### src/sv/chunked_body_decoder_unit_assert.svh
// Assertion macros shared by the decoder RTL.
// Synthesis sees empty bodies.
`ifndef CHUNKED_BODY_DECODER_UNIT_ASSERT_SVH
`define CHUNKED_BODY_DECODER_UNIT_ASSERT_SVH

`ifndef SYNTHESIS

// Checked only while reset is released.
`define CBD_ASSERT(lbl, clk, rst_n, prop, msg) \
    lbl: assert property (@(posedge clk) disable iff (!rst_n) prop) else $error(msg);

// Checked on every edge, reset included.
`define CBD_ASSERT_ALWAYS(lbl, clk, prop, msg) \
    lbl: assert property (@(posedge clk) prop) else $error(msg);

`else

`define CBD_ASSERT(lbl, clk, rst_n, prop, msg)
`define CBD_ASSERT_ALWAYS(lbl, clk, prop, msg)

`endif

`endif

### src/sv/cbd_pkg.sv
`default_nettype none

package cbd_pkg;

    localparam int SIZE_BITS = 32;

    localparam logic [7:0] CH_CR  = 8'h0D;
    localparam logic [7:0] CH_LF  = 8'h0A;
    localparam logic [7:0] CH_SP  = 8'h20;
    localparam logic [7:0] CH_TAB = 8'h09;

    typedef enum logic [2:0] {
        PH_LEAD = 3'd0,
        PH_SIZE = 3'd1,
        PH_DATA = 3'd2,
        PH_DCR  = 3'd3,
        PH_DLF  = 3'd4
    } t_phase;

    typedef enum logic [1:0] {
        ST_RUN  = 2'd0,
        ST_DONE = 2'd1,
        ST_BAD  = 2'd2,
        ST_INC  = 2'd3
    } t_status;

    typedef struct packed {
        logic [7:0] data_byte;
        logic       last_byte;
    } t_in_item;

    typedef struct packed {
        logic       body_valid;
        logic [7:0] body_byte;
        t_status    status;
    } t_out_item;

    // Bit 4 flags a hex digit, bits 3:0 hold its value.
    function automatic logic [4:0] f_hex(input logic [7:0] c);
        logic [4:0] v;
        v = 5'd0;
        case (c) inside
            [8'h30:8'h39]: v = {1'b1, 4'(c - 8'h30)};
            [8'h41:8'h46]: v = {1'b1, 4'(c - 8'h37)};
            [8'h61:8'h66]: v = {1'b1, 4'(c - 8'h57)};
            default:       v = 5'd0;
        endcase
        return v;
    endfunction

endpackage

`default_nettype wire

### src/sv/chunked_body_decoder_unit.sv
// Chunked body decoder: strips HTTP chunked framing from a byte stream.
// Input channel: i_valid / o_stall / i_item carries one body byte and a
// flag marking the last byte in the buffer. An item transfers on a rising
// edge with i_valid high and o_stall low.
// Output channel: o_valid / i_stall / o_item gives exactly one result per
// input byte: a payload byte with body_valid, and a status (running, done,
// malformed, incomplete after chunk). A non-running status ends the body
// and the next byte starts a new one.
// Results are registered in the two-entry output buffer.
// Throughput: one byte per cycle while o_stall is low; the decode state
// registers update on every transfer, and a two-entry output buffer keeps
// input flowing while the receiver takes the current result.
// Stall: when the receiver stalls, the output result holds and the next
// result parks in the second entry; o_stall rises only while that entry is
// full.
// Reset (i_rst_n low, synchronous): decoder returns to the start of a size
// line and both output entries empty.
`default_nettype none

`include "chunked_body_decoder_unit_assert.svh"

module chunked_body_decoder_unit
    import cbd_pkg::*;
(
    input  wire logic      i_clk,
    input  wire logic      i_rst_n,
    input  wire logic      i_valid,
    output logic           o_stall,
    input  wire t_in_item  i_item,
    output logic           o_valid,
    input  wire logic      i_stall,
    output t_out_item      o_item
);

    logic      w_in_fire;
    logic      w_out_free;
    t_out_item w_result;

    logic      r_out_valid, n_out_valid;
    t_out_item r_out, n_out;
    logic      r_skid_valid, n_skid_valid;
    t_out_item r_skid, n_skid;

    assign o_stall    = r_skid_valid;
    assign o_valid    = r_out_valid;
    assign o_item     = r_out;
    assign w_in_fire  = i_valid && !r_skid_valid;
    assign w_out_free = !r_out_valid || !i_stall;

    cbd_core u_core (
        .i_clk    (i_clk),
        .i_rst_n  (i_rst_n),
        .i_fire   (w_in_fire),
        .i_item   (i_item),
        .o_result (w_result)
    );

    always_comb begin
        n_out_valid  = r_out_valid;
        n_out        = r_out;
        n_skid_valid = r_skid_valid;
        n_skid       = r_skid;
        if (w_out_free) begin
            if (r_skid_valid) begin
                // drain parked result first
                n_out_valid  = 1'b1;
                n_out        = r_skid;
                n_skid_valid = 1'b0;
            end else if (w_in_fire) begin
                n_out_valid = 1'b1;
                n_out       = w_result;
            end else begin
                n_out_valid = 1'b0;
            end
        end else if (w_in_fire) begin
            // hold output, park the new result
            n_skid_valid = 1'b1;
            n_skid       = w_result;
        end
    end

    always_ff @(posedge i_clk) begin
        if (!i_rst_n) begin
            r_out_valid  <= 1'b0;
            r_skid_valid <= 1'b0;
        end else begin
            r_out_valid  <= n_out_valid;
            r_skid_valid <= n_skid_valid;
        end
    end

    always_ff @(posedge i_clk) begin
        r_out  <= n_out;
        r_skid <= n_skid;
    end

    `CBD_ASSERT(a_skid_order, i_clk, i_rst_n, r_skid_valid |-> r_out_valid, "parked result without output")
    `CBD_ASSERT(a_fire_shows, i_clk, i_rst_n, (w_in_fire && !r_out_valid) |=> r_out_valid, "transfer lost")
    `CBD_ASSERT_ALWAYS(a_reset_empty, i_clk, !i_rst_n |=> (!r_out_valid && !r_skid_valid), "buffer not empty after reset")

endmodule

`default_nettype wire

### src/sv/cbd_core.sv
`default_nettype none

`include "chunked_body_decoder_unit_assert.svh"

module cbd_core
    import cbd_pkg::*;
(
    input  wire logic      i_clk,
    input  wire logic      i_rst_n,
    input  wire logic      i_fire,
    input  wire t_in_item  i_item,
    output t_out_item      o_result
);

    t_phase               r_phase, n_phase;
    logic [SIZE_BITS-1:0] r_size, n_size;
    logic                 r_closed, n_closed;
    logic                 r_cr_pending, n_cr_pending;

    logic [7:0]           w_b;
    logic                 w_last;
    logic [4:0]           w_hex;
    logic                 w_lead;
    logic                 w_ovf;
    logic                 w_line_end;
    logic [SIZE_BITS-1:0] w_size_dec;

    assign w_b        = i_item.data_byte;
    assign w_last     = i_item.last_byte;
    assign w_hex      = f_hex(w_b);
    assign w_lead     = (r_phase != PH_SIZE);
    assign w_ovf      = |r_size[SIZE_BITS-1 -: 4];
    assign w_line_end = (w_b == CH_LF) && r_cr_pending;
    assign w_size_dec = r_size - SIZE_BITS'(1);

    // result of the current byte
    always_comb begin
        o_result.body_valid = 1'b0;
        o_result.body_byte  = 8'd0;
        o_result.status     = ST_RUN;
        case (r_phase)
            PH_DATA: begin
                o_result.body_valid = 1'b1;
                o_result.body_byte  = w_b;
                if (w_last) begin
                    o_result.status = ST_BAD;
                end
            end
            PH_DCR: begin
                if (w_b != CH_CR || w_last) begin
                    o_result.status = ST_BAD;
                end
            end
            PH_DLF: begin
                if (w_b != CH_LF) begin
                    o_result.status = ST_BAD;
                end else if (w_last) begin
                    o_result.status = ST_INC;
                end
            end
            default: begin
                if (w_line_end) begin
                    if (r_size == '0) begin
                        o_result.status = ST_DONE;
                    end else if (w_last) begin
                        o_result.status = ST_BAD;
                    end
                end else begin
                    if (!w_lead && !r_closed && w_hex[4] && w_ovf) begin
                        o_result.status = ST_BAD;
                    end else if (w_last) begin
                        o_result.status = ST_BAD;
                    end
                end
            end
        endcase
    end

    always_comb begin
        n_phase      = r_phase;
        n_size       = r_size;
        n_closed     = r_closed;
        n_cr_pending = r_cr_pending;
        case (r_phase)
            PH_DATA: begin
                n_size = w_size_dec;
                if (w_size_dec == '0) begin
                    n_phase = PH_DCR;
                end
            end
            PH_DCR: begin
                if (w_b == CH_CR && !w_last) begin
                    n_phase = PH_DLF;
                end
            end
            PH_DLF: begin
                n_phase      = PH_LEAD;
                n_size       = '0;
                n_closed     = 1'b0;
                n_cr_pending = 1'b0;
            end
            default: begin
                if (w_lead) begin
                    n_phase = PH_LEAD;
                end
                if (w_line_end) begin
                    n_phase      = PH_DATA;
                    n_closed     = 1'b0;
                    n_cr_pending = 1'b0;
                end else begin
                    n_cr_pending = (w_b == CH_CR);
                    if (w_lead) begin
                        if (w_hex[4]) begin
                            n_phase  = PH_SIZE;
                            n_size   = SIZE_BITS'(w_hex[3:0]);
                            n_closed = 1'b0;
                        end else if (w_b != CH_SP && w_b != CH_TAB) begin
                            n_phase  = PH_SIZE;
                            n_size   = '0;
                            n_closed = 1'b1;
                        end
                    end else if (!r_closed) begin
                        if (!w_hex[4]) begin
                            n_closed = 1'b1;
                        end else if (w_ovf) begin
                            n_size = '1;
                        end else begin
                            n_size = {r_size[SIZE_BITS-5:0], w_hex[3:0]};
                        end
                    end
                end
            end
        endcase
        // any end status starts a new body
        if (o_result.status != ST_RUN) begin
            n_phase      = PH_LEAD;
            n_size       = '0;
            n_closed     = 1'b0;
            n_cr_pending = 1'b0;
        end
    end

    always_ff @(posedge i_clk) begin
        if (!i_rst_n) begin
            r_phase      <= PH_LEAD;
            r_size       <= '0;
            r_closed     <= 1'b0;
            r_cr_pending <= 1'b0;
        end else if (i_fire) begin
            r_phase      <= n_phase;
            r_size       <= n_size;
            r_closed     <= n_closed;
            r_cr_pending <= n_cr_pending;
        end
    end

    `CBD_ASSERT(a_data_nonzero, i_clk, i_rst_n, (r_phase == PH_DATA) |-> (r_size != '0), "data phase with zero count")
    `CBD_ASSERT(a_crlf_zero, i_clk, i_rst_n, (r_phase == PH_DCR || r_phase == PH_DLF) |-> (r_size == '0), "count left after data")
    `CBD_ASSERT(a_end_restart, i_clk, i_rst_n, (i_fire && o_result.status != ST_RUN) |=> (r_phase == PH_LEAD && r_size == '0 && !r_cr_pending), "no restart after end status")

endmodule

`default_nettype wire
### config.mk
export PLATFORM = sky130hd
export DESIGN_NAME = chunked_body_decoder_unit
export DESIGN_NICKNAME = d
export VERILOG_FILES = /design/src/sv/cbd_pkg.sv /design/src/sv/chunked_body_decoder_unit.sv /design/src/sv/cbd_core.sv
export VERILOG_INCLUDE_DIRS = /design/src /design/src/sv
export SDC_FILE = /design/constraint.sdc
export NUM_CORES = 1
export LEC_CHECK = 0
export BUFFER_PORTS_ARGS = -buffer_cell sky130_fd_sc_hd__clkbuf_2
export CAP_MARGIN = 15
export CELL_PAD_IN_SITES_DETAIL_PLACEMENT = 0
export CELL_PAD_IN_SITES_GLOBAL_PLACEMENT = 1
export CORE_MARGIN = 10
export CORE_UTILIZATION = 47
export CTS_CLUSTER_SIZE = 28
export DETAILED_ROUTE_END_ITERATION = 8
export HOLD_SLACK_MARGIN = 0.03
export PLACE_DENSITY = 0.93
export SLEW_MARGIN = 5
export SYNTH_ARGS = -nofsm -noshare
export SYNTH_HDL_FRONTEND = slang
export SYNTH_SLANG_ARGS = --single-unit
### constraint.sdc
create_clock -name i_clk -period 3.3 [get_ports i_clk]
set_input_delay 0.66 -clock i_clk [delete_from_list [all_inputs] [get_ports i_clk]]
set_output_delay 0.66 -clock i_clk [all_outputs]
set_load 0.02 [all_outputs]
==> results of run 1 <==
logic make-up after synthesis:
group,after synthesis,synth area share (%)
adder cells (fa/ha/maj),7,2.01
AO/OA/AOI/OAI,144,23.2
multiplexers,8,2.07
buffers and inverters,59,5.91
AND/OR/NAND/NOR,228,28.7
flip-flops,61,33.1
XOR/XNOR,25,5.02
synth_stat cells (all sizes together) (9+ instances only):
master	instances	area share (%)
xnor2	16	3.2
nand4	17	2.6
nand2	54	4.7
o22ai	11	1.6
inv	14	1.2
nor2b	10	1.4
buf	12	1.9
o21ai	39	4.5
dfxtp	39	18
nand3	26	3.0
a21boi	25	4.3
a21oi	14	1.6
or4	10	1.9
edfxtp	22	15
nor2	38	3.3
nor4	14	2.5
nor3	17	2.3
and3	10	1.4
clkbuf	33	2.8
xor2	9	1.8
metrics by stage:
step / util (%) / hold WS [ps] / worst slack [ps] / total power (uW)
2_1_floorplan: - / 455 / 401 / 944
3_3_place_gp: 50.9 / 486 / 140 / 1020
3_5_place_dp: 50.9 / 497 / 56.5 / 1020
4_1_cts: 53.2 / 511 / 385 / 1750
5_1_grt: 53.2 / 536 / 139 / 1810
6_report: 53.2 / 512 / 334 / 1750
metal layers:
layer	vias up	global-route usage, %	wire, um
li1	2029	-	-
met1	2050	26.1	5720
met2	190	28.5	5530
met3	18	3.49	949
met4	0	4.59	134
met5	-	0	0
worst max-delay path, delay by kind of cell:
kind | cells | cell delay (ps)
buffers and inverters | 3 | 470
adders and majority gates | 1 | 290
and+or+nand+nor | 1 | 60
AOI/OAI and AO/OA | 6 | 1700
flip-flops by register name, indices dropped and copies added, names as in the netlist:
name and cells:
o_stall 1, u_core.r_phase 3, o_valid 1, o_item 11, u_core.r_closed 1, u_core.r_cr_pending 1, r_skid 11, u_core.r_size 32
worst paths after layout:
| check | startpoint | endpoint | cells after the start |
|---|---|---|---|
| worst max-delay path | i_item[2] | u_core.r_size[13] | 11 |
| worst min-delay path | u_core.r_cr_pending | u_core.r_cr_pending | 2 |
| worst max register to register | u_core.r_size[0] | u_core.r_phase[1] | 11 |
| worst min register to register | u_core.r_cr_pending | u_core.r_cr_pending | 2 |
where the power goes:
group          internal, uW  switching, uW
logic                  75.8            129
clock network           421            319
registers               791           8.87
area by class of cell:
cell class | count | area share (%)
sequential | 61 | 29.6
clock buffer | 9 | 2.54
multi-input combinational | 412 | 54.6
clock inverter | 7 | 1.85
timing repair buffer | 52 | 7.50
tap | 111 | 2.85
inverter | 14 | 1.08
==> summary.txt, run 1 <==
Floorplanning
  – Die area: 13500 um2
  – I/O Pins: 26
  – Row count: 35
  – Core ar.: 9150 um2
  – Height of the die: 116 um
  – Chip width: 116 um
  – Starting Density: 47.6%

Finish
  – Area grow syn2layout: 11.8%
  – Multi-input gate area: 2660 um2
  – Share of post-route cells with drive strength above 1: 16.9%
  – Nets: 570
  – N_diodes: 0
  – Reg area: 1440 um2
  – Non-filler cells, final: 666
  – Most frequent cells in the layout: nand2_1 (54), o21ai_0 (39), dfxtp_1 (39)
  – Fillers: 865
  – Commonest non-fill, non-tap cell in the layout: nand2_1
  – Post-route cell area: 4870 um2

Routing
  – WL per Instance: 18.5 um
  – Vias per cell: 6.44
  – Routed vias: 4287
  – DRC violation count after routing: 0
  – Number of antenna-violating nets in the routed design: 0
  – DR iter-0 viols: 364
  – Detailed Routing Iterations Pass 1: 5
  – WL final: 12300 um

Yosys
  – Mapped Cells: 532
  – Cell area after synthesis: 4360 um2
  – Ys Warns: 0
  – Netlist cell types: 73
  – FFs w/ async S/R, synth: 0%
  – Synth Area per Inst: 8.19 um2
  – Flops & latches, synth: 61
  – Ys flop type: dfxtp_1
  – Register area share after synthesis: 33.1%
  – Syn Nets: 552
  – Number of flops mapped to enable cells by yosys: 22

Clock network
  – Clock Tree Root: clkbuf_8
  – Post-CTS Hold Buffers: 0
  – CTS tree: yes
  – Postcts setup bufs: 0
  – CTS Sinks: 61
  – Clk Latency, worst-skew pair: 340 ps
  – Clock buffer depth: 2
  – Worst-path clk slew: 70 ps
  – Num CTS Buffers: 9
  – Post-CTS Resized: 0
  – H-tree levels: 3

Critical path
  – CP max stage delay: 440 ps
  – Slowest-stage cell, CP: a2111oi_2
  – Startpoint class of the critical path: input port
  – Critical path required time: 3530 ps
  – R2R Setup Slk: 350 ps
  – CP cell instances: clkbuf_2, inv_1, ha_1, o21bai_1, a2111oi_2, a21oi_1, o32a_1, a31o_2, buf_12, a32oi_1, nor2b_1
  – CP Max Fanout: 19
  – Worst setup EP type: flip-flop
  – Crit path DAT: 3200 ps
  – Critical path class: input port to flip-flop

STA
  – Worst slew pin tran: 923 ps
  – Highest clock rate: 337 MHz
  – Clock Skew: 4.90 ps
  – TNS Setup: 0 ps
  – Fin crit share: 89.9%
  – Slew Limit Fails: 0
  – Final setup violation count: 0
  – Rel. slew slack: 38.5%
  – Fin. Hold Viols: 0
  – Minimum clock period: 2970 ps
  – RSZ-0062 raised after global routing: no

Place
  – Cell Count Post-Placement: 650
  – PortBufs: 25
  – Post-detail-place hpwl: 8770 um
  – RD Place Congestion: 0.950
  – Placement Cell Area: 4660 um2

Pwr
  – IR drop worst, VDD: 0.263 mV
  – PD cells: 358 nW/um2
  – LEAKAGE: 0.00193 uW

Min path
  – Min-Delay Path Class: flip-flop to flip-flop

Global routing
  – Grt ovf: 0
  – Global-route usage over all layers: 18.6%
  – Antenna violations before repair: 0
  – Global-route wire length before repair: 20500 um
  – Vias in the first global route: 4071
  – Largest net degree at the start of global routing: 48

Flow run
  – Max-cap violations: 0

Status
  – Outcome: complete, no violations
Power figures use the tool's default switching activity.
==> run 2, diff against run 1 <==
--- a/config.mk
+++ b/config.mk
@@ -15,7 +15,9 @@
 export CTS_CLUSTER_SIZE = 28
 export DETAILED_ROUTE_END_ITERATION = 8
 export HOLD_SLACK_MARGIN = 0.03
+export MAX_ROUTING_LAYER = met4
 export PLACE_DENSITY = 0.93
+export RECOVER_POWER = 25
 export SLEW_MARGIN = 5
 export SYNTH_ARGS = -nofsm -noshare
 export SYNTH_HDL_FRONTEND = slang
==> summary.txt, run 2 (synthesis results as in run 1) <==
STA
  – TNS Setup: 0 ps (unchanged)
  – Minimum clock period: 2880 ps (-82.8 ps)
  – Slew Limit Fails: 48 (+48)
  – Worst setup margin: 416 ps (+82.8 ps)
  – Worst slew pin tran: 1740 ps (+816 ps)
  – RSZ-0062 raised after global routing: no
  – Clock Skew: 9.85 ps (+4.95 ps)
  – Final setup violation count: 0 (unchanged)
  – Fin. Hold Viols: 0 (unchanged)
  – Highest clock rate: 347 MHz (+2.9%)
  – Rel. slew slack: -15.9% (-54 points)
  – Fin crit share: 87.4% (-2.5 points)

Critical path
  – Startpoint class of the critical path: flip-flop
  – Worst setup EP type: flip-flop
  – Crit path launch: u_core.r_size[0]
  – Slowest-stage cell, CP: or3_1
  – Critical path required time: 3530 ps (about the same)
  – CP max stage delay: 460 ps (+20 ps)
  – CP Max Fanout: 10 (-9)
  – Critical path class: flip-flop to flip-flop
  – CP cell instances: inv_1, ha_1, nor2b_1, nand4_1, or3_1, or4_1, xor2_1, o21ai_0, a32o_1
  – Reg2reg start: u_core.r_size[0]
  – Crit path DAT: 3120 ps (-80 ps)

Global routing
  – Grt ovf: 0 (unchanged)
  – Global-route usage over all layers: 18.9% (+0.30 points)
  – Global-route wire length before repair: 20100 um (-1.9%)
  – Vias in the first global route: 3904 (-4.1%)
  – Antenna violations before repair: 0 (unchanged)
  – Largest net degree at the start of global routing: 48 (unchanged)

Pwr
  – IR drop worst, VDD: 0.173 mV (-34%)
  – Gate power share: 10.9% (-0.9 points)
  – Internal: 1370 uW (+6.3%)
  – Sequential power share: 43.7% (-2.2 points)
  – LEAKAGE: 0.00191 uW (-1.4%)
  – Switching Power: 464 uW (+1.5%)
  – Switch share: 25.3% (-0.89 points)
  – Clock power share: 45.4% (+3.0 points)
  – PD cells: 375 nW/um2 (+4.7%)

Finish
  – Max FFs per register: 32 (unchanged)
  – Commonest non-fill, non-tap cell in the layout: nand2_1
  – Fillers: 872 (+0.81%)
  – Biggest register: u_core.r_size
  – Multi-input gate area: 2660 um2 (unchanged)
  – Reg area: 1440 um2 (unchanged)
  – Most frequent cells in the layout: nand2_1 (54), o21ai_0 (39), dfxtp_1 (39)
  – Non-filler cells, final: 667 (+0.15%)
  – Area grow syn2layout: 12.2%
  – Share of post-route cells with drive strength above 1: 14.4% (-2.5 points)
  – Nets: 571 (+0.18%)
  – N_diodes: 0 (unchanged)

Floorplanning
  – I/O Pins: 26 (unchanged)
  – Chip width: 116 um (unchanged)
  – Starting Density: 47.6% (unchanged)
  – Row count: 35 (unchanged)
  – Die area: 13500 um2 (unchanged)
  – Height of the die: 116 um (unchanged)
  – Core ar.: 9150 um2 (unchanged)

Min path
  – Hold wc startpoint: u_core.r_size[22]
  – Min-Delay Path Class: flip-flop to flip-flop

Clock network
  – CTS Sinks: 61 (unchanged)
  – Post-CTS Hold Buffers: 0 (unchanged)
  – H-tree levels: 3 (unchanged)
  – Clock Tree Root: clkbuf_8
  – CTS tree: yes
  – Post-CTS Resized: 0 (unchanged)
  – Postcts setup bufs: 0 (unchanged)
  – Worst-path clk slew: 80 ps (about the same)
  – Clk Latency, worst-skew pair: 350 ps (about the same)
  – Clock buffer depth: 2 (unchanged)
  – Num CTS Buffers: 9 (unchanged)

Routing
  – DR iter-0 viols: 375 (+3.0%)
  – Vias per cell: 6.33 (-1.6%)
  – Number of antenna-violating nets in the routed design: 0 (unchanged)
  – WL per Instance: 18.2 um (-1.6%)
  – Routed vias: 4225 (-1.4%)
  – WL final: 12200 um (-1.5%)
  – Detailed Routing Iterations Pass 1: 5 (unchanged)
  – DRC violation count after routing: 0 (unchanged)

Place
  – RD Place Congestion: 0.902 (-5.0%)
  – PortBufs: 25 (unchanged)
  – Cell Count Post-Placement: 651 (+0.15%)
  – Place WS: 92.2 ps (+35.7 ps)
  – Post-detail-place hpwl: 8710 um (-0.68%)

Status
  – Outcome: finished with violations
  – Failing checks: max-capacitance violations, max-slew violations

Flow run
  – Max-cap violations: 1 (+1)
-- run 2: changes by cell type in the layout (fill, tap and decap cells not counted), sizes merged --
cell,delta
bufinv,+1
buf,-1
clkinvlp,-1
clkbuf,+2
-- run 2: path summary, 6_finish.rpt --
kind	to	slack, ps	cells past startpoint
hold reg to reg	u_core.r_size[22]	500	2
hold / removal	u_core.r_size[22]	500	2
setup / recovery	u_core.r_size[26]	420	9
setup reg to reg	u_core.r_size[26]	420	9
-- run 2: worst max-delay path: cells and delay by family (launching register included) --
kind,cells,cell delay [ps]
DFF,1,430
and+or+nand+nor,4,1500
xor gates and xnor gates,1,130
AOI/OAI and AO/OA,2,300
adders and majority gates,1,250
buffers and inverters,1,170
-- run 2: layer usage --
layer / vias up / routed length (um) / GRT usage [%]
met2: 174 / 5400 / 28.2
met4: 0 / 192 / 4.34
li1: 2027 / - / -
met1: 2003 / 5680 / 25.9
met3: 21 / 878 / 3.29
met5: - / 0 / -
-- run 2: final cells by class --
cell class	count	share of cell area [%]
inverters	14	1.07
clock inverters	7	2.53
repair buffers	53	7.14
well taps	111	2.84
flip-flops and latches	61	29.5
clock buffers	9	2.53
multi-input cells	412	54.4
-- run 2: through the flow --
| stage | area, um2 | util [%] | power (uW) | hold WS [ps] |
|---|---|---|---|---|
| floorplan | 4360 | - | 944 | 455 |
| global placement | 4660 | 51.0 | 1020 | 482 |
| detailed placement | 4660 | 51.0 | 1020 | 485 |
| CTS | 4910 | 53.7 | 1840 | 495 |
| global route | 4890 | 53.4 | 1900 | 519 |
| finish | 4890 | 53.4 | 1830 | 501 |
-- run 2: power by group through the flow --
stage | clock network (uW) | registers (uW) | logic (uW)
finish | 832 | 801 | 200
global route | 879 | 803 | 218
CTS | 840 | 801 | 200
detailed placement | 0 | 818 | 200
global placement | 0 | 818 | 199
floorplan | 0 | 825 | 119
